### src/hdl/b64e_pkg.sv
// Package for the streaming Base64 encoder: group record, queue status,
// character constants and the sextet-to-character lookup.
// No dependencies.
package b64e_pkg;

   localparam int B64E_QUEUE_DEPTH = 2;

   // ASCII codes
   localparam logic [7:0] CHAR_PAD      = 8'h3D;  // '='
   localparam logic [7:0] CHAR_UPPER_A  = 8'h41;  // 'A'
   localparam logic [7:0] CHAR_LOWER_A  = 8'h61;  // 'a'
   localparam logic [7:0] CHAR_DIGIT_0  = 8'h30;  // '0'
   localparam logic [7:0] CHAR_PLUS     = 8'h2B;  // '+'
   localparam logic [7:0] CHAR_SLASH    = 8'h2F;  // '/'
   localparam logic [7:0] CHAR_MINUS    = 8'h2D;  // '-'
   localparam logic [7:0] CHAR_UNDER    = 8'h5F;  // '_'

   // Register indexes on the CSR port
   localparam logic [0:0] CSR_IDX_ALT_ALPHABET = 1'b0;

   // One group of up to three bytes, ready for encoding
   typedef struct packed {
      logic [7:0] byte0;
      logic [7:0] byte1;
      logic [7:0] byte2;
      logic [1:0] nbytes;   // 1..3 bytes carried
      logic       eos;      // group closes the stream
   } group_type;

   typedef struct packed {
      logic full;
      logic empty;
   } q_status_type;

   function automatic logic [7:0] b64e_symbol(input logic [5:0] sextet, input logic alt_sel);
      logic [7:0] v;
      logic [7:0] ch;
      v = {2'b00, sextet};
      if (sextet < 6'd26) begin
         ch = CHAR_UPPER_A + v;
      end else if (sextet < 6'd52) begin
         ch = CHAR_LOWER_A + v - 8'd26;
      end else if (sextet < 6'd62) begin
         ch = CHAR_DIGIT_0 + v - 8'd52;
      end else if (sextet == 6'd62) begin
         ch = alt_sel ? CHAR_MINUS : CHAR_PLUS;
      end else begin
         ch = alt_sel ? CHAR_UNDER : CHAR_SLASH;
      end
      return ch;
   endfunction

endpackage

### src/hdl/b64e_front.sv
// Front end: accepts byte transactions, holds up to two pending bytes and
// pushes complete or padded groups into the queue. Uses b64e_pkg.
module b64e_front import b64e_pkg::*; (
   input  logic         clock,
   input  logic         reset,
   input  logic         req_valid,
   output logic         req_stall,
   input  logic         req_has_byte,
   input  logic [7:0]   req_data_byte,
   input  logic         req_end_of_stream,
   input  q_status_type q_status,
   output logic         push,
   output group_type    push_group
);

   logic [1:0] count_ff, count_in;
   logic [7:0] pend0_ff, pend0_in;
   logic [7:0] pend1_ff, pend1_in;
   logic       accept;
   logic [1:0] cnt;

   assign req_stall = q_status.full;
   assign accept    = req_valid && !req_stall;

   always_comb begin
      cnt        = (count_ff == 2'd3) ? 2'd2 : count_ff;
      count_in   = count_ff;
      pend0_in   = pend0_ff;
      pend1_in   = pend1_ff;
      push       = 1'b0;
      push_group = '{byte0: pend0_ff, byte1: pend1_ff, byte2: req_data_byte,
                     nbytes: 2'd3, eos: req_end_of_stream};
      if (accept) begin
         if (req_has_byte && cnt == 2'd2) begin
            push     = 1'b1;
            count_in = 2'd0;
         end else begin
            if (req_has_byte) begin
               if (cnt == 2'd0) begin
                  pend0_in = req_data_byte;
               end else begin
                  pend1_in = req_data_byte;
               end
               cnt = cnt + 2'd1;
            end
            count_in = cnt;
            if (req_end_of_stream && cnt != 2'd0) begin
               // pad the partial group; unused bytes read as zero
               push              = 1'b1;
               push_group.byte0  = pend0_in;
               push_group.byte1  = (cnt == 2'd2) ? pend1_in : 8'd0;
               push_group.byte2  = 8'd0;
               push_group.nbytes = cnt;
               push_group.eos    = 1'b1;
               count_in          = 2'd0;
            end
         end
      end
   end

   always_ff @(posedge clock) begin
      if (reset) begin
         count_ff <= 2'd0;
      end else begin
         count_ff <= count_in;
      end
      pend0_ff <= pend0_in;
      pend1_ff <= pend1_in;
   end

   a_count_range: assert property (@(posedge clock) disable iff (reset)
      count_ff != 2'd3)
      else $error("pending count out of range");

endmodule

### src/hdl/b64e_queue.sv
// Short group queue between front and back end.
// Uses b64e_pkg for the group record and status struct.
module b64e_queue import b64e_pkg::*; #(
   parameter int DEPTH = B64E_QUEUE_DEPTH
) (
   input  logic         clock,
   input  logic         reset,
   input  logic         push,
   input  group_type    push_group,
   input  logic         pop,
   output group_type    head,
   output q_status_type q_status
);

   localparam int PTR_W = (DEPTH > 1) ? $clog2(DEPTH) : 1;
   localparam int CNT_W = $clog2(DEPTH + 1);

   group_type           entries_ff [DEPTH];
   logic [PTR_W-1:0]    wr_ptr_ff, wr_ptr_in;
   logic [PTR_W-1:0]    rd_ptr_ff, rd_ptr_in;
   logic [CNT_W-1:0]    count_ff, count_in;
   logic                do_push, do_pop;

   assign q_status.full  = (count_ff == CNT_W'(DEPTH));
   assign q_status.empty = (count_ff == '0);
   assign head           = entries_ff[rd_ptr_ff];

   assign do_push = push && !q_status.full;
   assign do_pop  = pop && !q_status.empty;

   always_comb begin
      wr_ptr_in = wr_ptr_ff;
      rd_ptr_in = rd_ptr_ff;
      count_in  = count_ff;
      if (do_push) begin
         wr_ptr_in = (wr_ptr_ff == PTR_W'(DEPTH - 1)) ? '0 : wr_ptr_ff + 1'b1;
      end
      if (do_pop) begin
         rd_ptr_in = (rd_ptr_ff == PTR_W'(DEPTH - 1)) ? '0 : rd_ptr_ff + 1'b1;
      end
      if (do_push && !do_pop) begin
         count_in = count_ff + 1'b1;
      end else if (do_pop && !do_push) begin
         count_in = count_ff - 1'b1;
      end
   end

   always_ff @(posedge clock) begin
      if (reset) begin
         wr_ptr_ff <= '0;
         rd_ptr_ff <= '0;
         count_ff  <= '0;
      end else begin
         wr_ptr_ff <= wr_ptr_in;
         rd_ptr_ff <= rd_ptr_in;
         count_ff  <= count_in;
      end
      if (do_push) begin
         entries_ff[wr_ptr_ff] <= push_group;
      end
   end

   a_no_push_full: assert property (@(posedge clock) disable iff (reset)
      push |-> !q_status.full)
      else $error("group pushed into full queue");

   a_count_bound: assert property (@(posedge clock) disable iff (reset)
      count_ff <= CNT_W'(DEPTH))
      else $error("queue count overflow");

endmodule

### src/hdl/b64e_back.sv
// Back end: turns the head group into four characters, one per cycle while
// the response is not stalled, into the registered result stage. Uses b64e_pkg.
module b64e_back import b64e_pkg::*; (
   input  logic         clock,
   input  logic         reset,
   input  logic         alt_alphabet,
   input  group_type    head,
   input  q_status_type q_status,
   output logic         pop,
   output logic         rsp_valid,
   input  logic         rsp_stall,
   output logic [7:0]   rsp_out_char,
   output logic         rsp_last_of_run,
   output logic         rsp_stream_done
);

   logic [1:0] idx_ff, idx_in;
   logic       valid_ff, valid_in;
   logic [7:0] char_ff, char_in;
   logic       last_ff, last_in;
   logic       done_ff, done_in;
   logic       load;
   logic [5:0] sextet;
   logic       pad;

   assign load = !q_status.empty && (!valid_ff || !rsp_stall);

   always_comb begin
      pad = 1'b0;
      case (idx_ff)
         2'd0: sextet = head.byte0[7:2];
         2'd1: sextet = {head.byte0[1:0], head.byte1[7:4]};
         2'd2: begin
            sextet = {head.byte1[3:0], head.byte2[7:6]};
            pad    = (head.nbytes < 2'd2);
         end
         2'd3: begin
            sextet = head.byte2[5:0];
            pad    = (head.nbytes < 2'd3);
         end
         default: sextet = '0;
      endcase
   end

   always_comb begin
      idx_in   = idx_ff;
      valid_in = valid_ff;
      char_in  = char_ff;
      last_in  = last_ff;
      done_in  = done_ff;
      pop      = 1'b0;
      if (load) begin
         valid_in = 1'b1;
         char_in  = pad ? CHAR_PAD : b64e_symbol(sextet, alt_alphabet);
         last_in  = (idx_ff == 2'd3);
         done_in  = (idx_ff == 2'd3) && head.eos;
         idx_in   = idx_ff + 2'd1;
         pop      = (idx_ff == 2'd3);
      end else if (!rsp_stall) begin
         valid_in = 1'b0;
      end
   end

   always_ff @(posedge clock) begin
      if (reset) begin
         idx_ff   <= 2'd0;
         valid_ff <= 1'b0;
      end else begin
         idx_ff   <= idx_in;
         valid_ff <= valid_in;
      end
      char_ff <= char_in;
      last_ff <= last_in;
      done_ff <= done_in;
   end

   assign rsp_valid       = valid_ff;
   assign rsp_out_char    = char_ff;
   assign rsp_last_of_run = last_ff;
   assign rsp_stream_done = done_ff;

   a_head_held: assert property (@(posedge clock) disable iff (reset)
      (idx_ff != 2'd0) |-> !q_status.empty)
      else $error("group left queue mid-encode");

   a_done_is_last: assert property (@(posedge clock) disable iff (reset)
      (valid_ff && done_ff) |-> last_ff)
      else $error("stream_done without last_of_run");

endmodule

### src/hdl/base64_stream_encoder_unit.sv
// Top level of the streaming Base64 encoder: CSR port, front end, group
// queue and back end. Uses b64e_pkg, b64e_front, b64e_queue, b64e_back.
//
//  channel  | ports                          | moves
//  ---------+--------------------------------+----------------------------------
//  request  | req_valid / req_stall          | one byte and/or end mark per transaction
//  response | rsp_valid / rsp_stall          | one character per transaction
//  csr      | psel penable pwrite paddr ...  | alphabet select at byte address 0
//
// The front end takes one request per cycle while the queue has room; a
// group of three bytes leaves as four characters, so the back end's
// one-character-per-cycle output stage, when the response is not stalled,
// sets the sustained rate. Reset (synchronous) empties the queue, clears the
// pending count and selects the standard alphabet. req_stall is high only
// while the group queue is full; a stalled response holds in its register.
module base64_stream_encoder_unit import b64e_pkg::*; #(
   parameter int QUEUE_DEPTH = B64E_QUEUE_DEPTH
) (
   input  logic        clock,
   input  logic        reset,
   // request transactions
   input  logic        req_valid,
   output logic        req_stall,
   input  logic        req_has_byte,
   input  logic [7:0]  req_data_byte,
   input  logic        req_end_of_stream,
   // response transactions
   output logic        rsp_valid,
   input  logic        rsp_stall,
   output logic [7:0]  rsp_out_char,
   output logic        rsp_last_of_run,
   output logic        rsp_stream_done,
   // CSR port
   input  logic        psel,
   input  logic        penable,
   input  logic        pwrite,
   input  logic [2:0]  paddr,
   input  logic [31:0] pwdata,
   output logic [31:0] prdata,
   output logic        pready
);

   logic         alt_alphabet_ff, alt_alphabet_in;
   logic         csr_hit;
   q_status_type q_status;
   logic         push;
   group_type    push_group;
   logic         pop;
   group_type    head;

   // CSR: single register, word address paddr[2]
   assign pready  = 1'b1;
   assign csr_hit = (paddr[2] == CSR_IDX_ALT_ALPHABET);

   always_comb begin
      alt_alphabet_in = alt_alphabet_ff;
      if (psel && penable && pwrite && pready && csr_hit) begin
         alt_alphabet_in = pwdata[0];
      end
   end

   assign prdata = csr_hit ? {31'd0, alt_alphabet_ff} : 32'd0;

   always_ff @(posedge clock) begin
      if (reset) begin
         alt_alphabet_ff <= 1'b0;
      end else begin
         alt_alphabet_ff <= alt_alphabet_in;
      end
   end

   b64e_front u_front (
      .clock             (clock),
      .reset             (reset),
      .req_valid         (req_valid),
      .req_stall         (req_stall),
      .req_has_byte      (req_has_byte),
      .req_data_byte     (req_data_byte),
      .req_end_of_stream (req_end_of_stream),
      .q_status          (q_status),
      .push              (push),
      .push_group        (push_group)
   );

   b64e_queue #(
      .DEPTH (QUEUE_DEPTH)
   ) u_queue (
      .clock      (clock),
      .reset      (reset),
      .push       (push),
      .push_group (push_group),
      .pop        (pop),
      .head       (head),
      .q_status   (q_status)
   );

   // The user must change the alphabet bit only while idle (the block does not enforce it); the back end reads it live.
   b64e_back u_back (
      .clock           (clock),
      .reset           (reset),
      .alt_alphabet    (alt_alphabet_ff),
      .head            (head),
      .q_status        (q_status),
      .pop             (pop),
      .rsp_valid       (rsp_valid),
      .rsp_stall       (rsp_stall),
      .rsp_out_char    (rsp_out_char),
      .rsp_last_of_run (rsp_last_of_run),
      .rsp_stream_done (rsp_stream_done)
   );

endmodule

### config.mk
export PLATFORM = sky130hd
export DESIGN_NAME = base64_stream_encoder_unit
export DESIGN_NICKNAME = d
export VERILOG_FILES = /design/src/hdl/b64e_pkg.sv /design/src/hdl/b64e_front.sv /design/src/hdl/b64e_queue.sv /design/src/hdl/b64e_back.sv /design/src/hdl/base64_stream_encoder_unit.sv
export SDC_FILE = /design/constraint.sdc
export NUM_CORES = 1
export LEC_CHECK = 0
export ABC_AREA = 0
export ABC_CLOCK_PERIOD_IN_PS = 8400
export BUFFER_PORTS_ARGS = -buffer_cell sky130_fd_sc_hd__buf_2
export CORE_ASPECT_RATIO = 0.6
export CORE_MARGIN = 5
export CORE_UTILIZATION = 59
export DETAILED_ROUTE_END_ITERATION = 6
export HOLD_SLACK_MARGIN = 0.03
export PLACE_DENSITY = 0.86
export SLEW_MARGIN = 20
export SYNTH_ARGS = -nofsm -noshare
export SYNTH_HDL_FRONTEND = slang
export SYNTH_SLANG_ARGS = --single-unit
### constraint.sdc
create_clock -name clock -period 8.4 [get_ports clock]
set_input_delay 0.42 -clock clock [delete_from_list [all_inputs] [get_ports clock]]
set_output_delay 0.42 -clock clock [all_outputs]
set_load 0.01 [all_outputs]
==> impl_metrics.prom <==
# TYPE chip_impl_metric gauge
chip_impl_metric{name="met1Wirelength",unit="um"} 4320
chip_impl_metric{name="yosys.cell_types.count",unit=""} 61
chip_impl_metric{name="seq_area_frac_synth",unit=""} 0.553
chip_impl_metric{name="final.setup.worst_slack",unit="ns"} 4.79
chip_impl_info{name="min_path_type",value="input pin to flop"} 1
chip_impl_metric{name="cts.clk_slew.worst_paths",unit="ns"} 0.06
chip_impl_metric{name="final_setup_tns",unit="ns"} 0
chip_impl_metric{name="ff2ff_path_depth",unit=""} 11
chip_impl_metric{name="placer_congestion_estimate",unit=""} 0.895
chip_impl_metric{name="crit_path_max_fanout",unit=""} 13
chip_impl_metric{name="timing.final.setup_violations",unit=""} 0
chip_impl_info{name="setup.worst_path.end_class",value="flop"} 1
chip_impl_metric{name="layout_worst_path_cycle_share",unit=""} 0.429
chip_impl_metric{name="worst_slew_pin_slew",unit="ns"} 1.02
chip_impl_metric{name="grt_pass1_vias",unit=""} 3010
chip_impl_metric{name="drt_pass1_iterations",unit=""} 5
chip_impl_metric{name="vias_per_cell",unit=""} 5.71
chip_impl_metric{name="insertion_delay",unit="ns"} 0.35
chip_impl_metric{name="total_number_of_placement_rows",unit=""} 25
chip_impl_info{name="layout.cells.most_common_list",value="sky130_fd_sc_hd__edfxtp_1, sky130_fd_sc_hd__nand2_1, sky130_fd_sc_hd__conb_1, sky130_fd_sc_hd__buf_2, sky130_fd_sc_hd__nor2_1"} 1
chip_impl_info{name="cp-endpoint",value="u_back.rsp_out_char[4]"} 1
chip_impl_metric{name="layout_min_cycle_time",unit="ns"} 3.61
chip_impl_metric{name="nNetsFinal",unit=""} 488
chip_impl_metric{name="finish.utilization",unit=""} 0.653
chip_impl_info{name="status",value="complete, no violations"} 1
chip_impl_metric{name="vias",unit=""} 3061
chip_impl_metric{name="post_route_cells_drive_above_1_share",unit=""} 0.201
chip_impl_metric{name="filler_cell_count",unit=""} 597
chip_impl_metric{name="core",unit="um2"} 7850
chip_impl_metric{name="met3_wirelength",unit="um"} 751
chip_impl_info{name="tritoncts_clock_tree",value="done"} 1
chip_impl_info{name="final_common_cell",value="sky130_fd_sc_hd__edfxtp_1"} 1
chip_impl_metric{name="ir_drop",unit="mV"} 0.157
chip_impl_metric{name="critical_path_required",unit="ns"} 8.44
chip_impl_metric{name="floorplan.initialDensity",unit=""} 0.604
chip_impl_metric{name="grt_antenna_before_repair",unit=""} 0
chip_impl_metric{name="power.density_cell_area",unit="nW/um2"} 216
chip_impl_metric{name="final-hold-violation-count",unit=""} 0
chip_impl_metric{name="ctsLongestPathBuffers",unit=""} 2
chip_impl_metric{name="grt_pass1_wl",unit="um"} 15800
chip_impl_metric{name="synth-async-reset-ratio",unit=""} 0
chip_impl_info{name="ys_dominant_reg_cell",value="sky130_fd_sc_hd__edfxtp_1"} 1
chip_impl_metric{name="largest_net_degree_at_the_start_of_global_routing",unit=""} 28
chip_impl_info{name="startpoint",value="u_back.idx_ff[0]"} 1
chip_impl_info{name="grt_setup_unrepaired",value="no"} 1
chip_impl_metric{name="number_of_register_bits_inferred_by_synthesis",unit=""} 91
chip_impl_metric{name="postRouteWirelength",unit="um"} 9920
chip_impl_metric{name="ioPinCount",unit=""} 97
chip_impl_metric{name="postSynthAreaPerCell",unit="um2"} 11.9
chip_impl_info{name="clockRootBuffer",value="sky130_fd_sc_hd__clkbuf_16"} 1
chip_impl_metric{name="ys.warnings.count",unit=""} 0
chip_impl_metric{name="remaining_drc_errors",unit=""} 0
chip_impl_metric{name="cts_setup_buffers",unit=""} 0
chip_impl_metric{name="dpl_worst_slack",unit="ns"} 4.96
chip_impl_metric{name="dp_hpwl",unit="um"} 6620
chip_impl_info{name="cp-start-kind",value="flop"} 1
chip_impl_metric{name="htree_num_levels",unit=""} 3
chip_impl_metric{name="slew_viol_final",unit=""} 0
chip_impl_metric{name="die_area",unit="um2"} 9990
chip_impl_metric{name="synthesis.area",unit="um2"} 4740
chip_impl_metric{name="dieHeight",unit="um"} 79.5
chip_impl_metric{name="route.antenna.remaining_nets",unit=""} 0
chip_impl_info{name="worstReg2RegStart",value="u_back.idx_ff[0]"} 1
chip_impl_metric{name="critPathArrivalTime",unit="ns"} 3.65
chip_impl_info{name="endpoint_of_the_worst_slack_reg_to_reg_timing_path",value="u_back.rsp_out_char[4]"} 1
chip_impl_metric{name="floorplan.die.width",unit="um"} 126
chip_impl_info{name="top_layer",value="met4"} 1
chip_impl_metric{name="cts-resized-gates",unit=""} 0
chip_impl_metric{name="synth_edf_count",unit=""} 80
chip_impl_metric{name="areaGrowthSynthToFinish",unit="%"} 8.15
chip_impl_metric{name="port-buffer-count",unit=""} 31
chip_impl_info{name="critical_path_class",value="flop to flop"} 1
chip_impl_metric{name="rrSetupSlack",unit="ns"} 4.79
chip_impl_metric{name="postSynthCellCount",unit=""} 397
chip_impl_metric{name="drt_iter0_markers",unit=""} 260
chip_impl_metric{name="post_cts_hold_buffer_count",unit=""} 0
chip_impl_metric{name="globalRouteOverflowTotal",unit=""} 0
chip_impl_metric{name="max_freq",unit="MHz"} 277
chip_impl_metric{name="routed_wire_length_per_instance",unit="um"} 18.5
chip_impl_metric{name="final_antenna_diode_count",unit=""} 0
chip_impl_metric{name="met2_routed_wirelength",unit="um"} 4700
chip_impl_metric{name="timing.slew.headroom",unit=""} 0.317
chip_impl_metric{name="clock_skew",unit="ns"} 0.00580
chip_impl_metric{name="number_of_sinks_on_the_clock_net",unit=""} 91
chip_impl_metric{name="power_leakage",unit="uW"} 0.00197
chip_impl_metric{name="cap_violations",unit=""} 0
chip_impl_metric{name="fin_hold_ws",unit="ns"} 0.308
chip_impl_metric{name="grt.total_usage",unit=""} 0.208
chip_impl_metric{name="numCtsBuffers",unit=""} 9
==> critical path, cell delays in order (launching register included) <==
cell                       delay, ns
sky130_fd_sc_hd__dfxtp_1        0.40
sky130_fd_sc_hd__inv_1          0.10
sky130_fd_sc_hd__ha_1           0.36
sky130_fd_sc_hd__and2b_1        0.35
sky130_fd_sc_hd__and3_1         0.17
sky130_fd_sc_hd__a221o_1        0.49
sky130_fd_sc_hd__ha_1           0.29
sky130_fd_sc_hd__nand2_1        0.08
sky130_fd_sc_hd__o211ai_1       0.41
sky130_fd_sc_hd__nand2_1        0.20
sky130_fd_sc_hd__a311oi_1       0.32
sky130_fd_sc_hd__a32oi_1        0.10
==> per-stage QoR <==
| stage | total power, uW | instances | instance area (um2) |
|---|---|---|---|
| after global routing | 1150 | 536 | 5130 |
| after global placement | 717 | 520 | 4840 |
| after floorplan | 694 | 427 | 4860 |
| after CTS | 1110 | 536 | 5130 |
| final | 1110 | 536 | 5130 |
| after detailed placement | 725 | 520 | 4840 |
==> worst min-delay path by stage <==
stage,start,end,depth (start not counted)
finish,pwdata[0],alt_alphabet_ff,3
global route,rsp_stall,u_back.rsp_valid,3
CTS,pwdata[0],alt_alphabet_ff,3
detailed placement,u_back.rsp_valid,u_back.rsp_valid,2
global placement,u_back.rsp_valid,u_back.rsp_valid,2
floorplan,u_queue.count_ff[1],u_queue.count_ff[1],2
==> state kept, by name (all words and copies together), names as in the netlist, 2 cells and up, named ones only <==
register             count
u_back.rsp_out_char      8
u_back.idx_ff            2
u_front.pend0_ff         8
u_queue.count_ff         2
u_front.count_ff         2
u_front.pend1_ff         8
u_queue.entries_ff      54
==> layer usage <==
| metal | global-route usage | up-vias |
|---|---|---|
| met2 | 0.333 | 140 |
| met3 | 0.0575 | 23 |
| met4 | 0.0664 | 0 |
| met1 | 0.280 | 1473 |
| met5 | 0 | - |
| li1 | - | 1425 |
==> cell usage after synthesis, drive strengths merged, types with 2 or more instances <==
library cell / n / area [um2]
nor3: 4 / 36.3
conb: 2 / 7.51
mux2: 20 / 229
nor2b: 2 / 12.5
edfxtp: 80 / 2400
a32oi: 3 / 26.3
o211ai: 4 / 30.0
or2: 2 / 15.0
and2: 11 / 68.8
buf: 40 / 314
and3: 3 / 18.8
a211o: 2 / 17.5
nand2b: 3 / 18.8
clkbuf: 11 / 41.3
xnor2: 7 / 61.3
o311ai: 2 / 35.0
a21oi: 14 / 70.1
nor3b: 2 / 15.0
nand2: 33 / 124
o21ai: 16 / 80.1
a22oi: 9 / 67.6
a311oi: 2 / 23.8
a21boi: 2 / 15.0
nor2: 22 / 82.6
ha: 13 / 163
dfxtp: 11 / 220
nand3: 14 / 87.6
inv: 22 / 82.6
a221o: 2 / 20.0
nor4: 2 / 12.5
xor2: 5 / 43.8
mux2i: 16 / 160
==> where the power goes <==
part,switching (uW),total (uW),leakage [uW],internal (uW)
Clock,167,386,0.000141,219
Combinational,122,191,0.00100,69.5
Sequential,8.67,531,0.000828,523
Total,297,1110,0.00197,811
==> kinds of logic (layout without fill, tap and decap cells) <==
logic type	count (synthesis)	count (layout)	share of synthesized area
compound gates	66	66	0.101
xor+xnor	12	12	0.0222
fa+ha+maj	13	13	0.0343
buf+inv	73	74	0.0923
flops	91	91	0.553
mux	36	36	0.0820
other cells	2	32	0.00158
simple gates	104	104	0.114
==> final cells by class <==
type / count / area (um2) / share of cell area
flip-flops and latches: 91 / 2620 / 0.511
multi-input cells: 263 / 1810 / 0.352
clock buffers: 11 / 254 / 0.0495
repair buffers: 36 / 193 / 0.0376
well taps: 108 / 135 / 0.0263
inverters: 22 / 82.6 / 0.0161
clock inverters: 5 / 35.0 / 0.00683
Note: power is estimated with default switching activity, not from simulation.
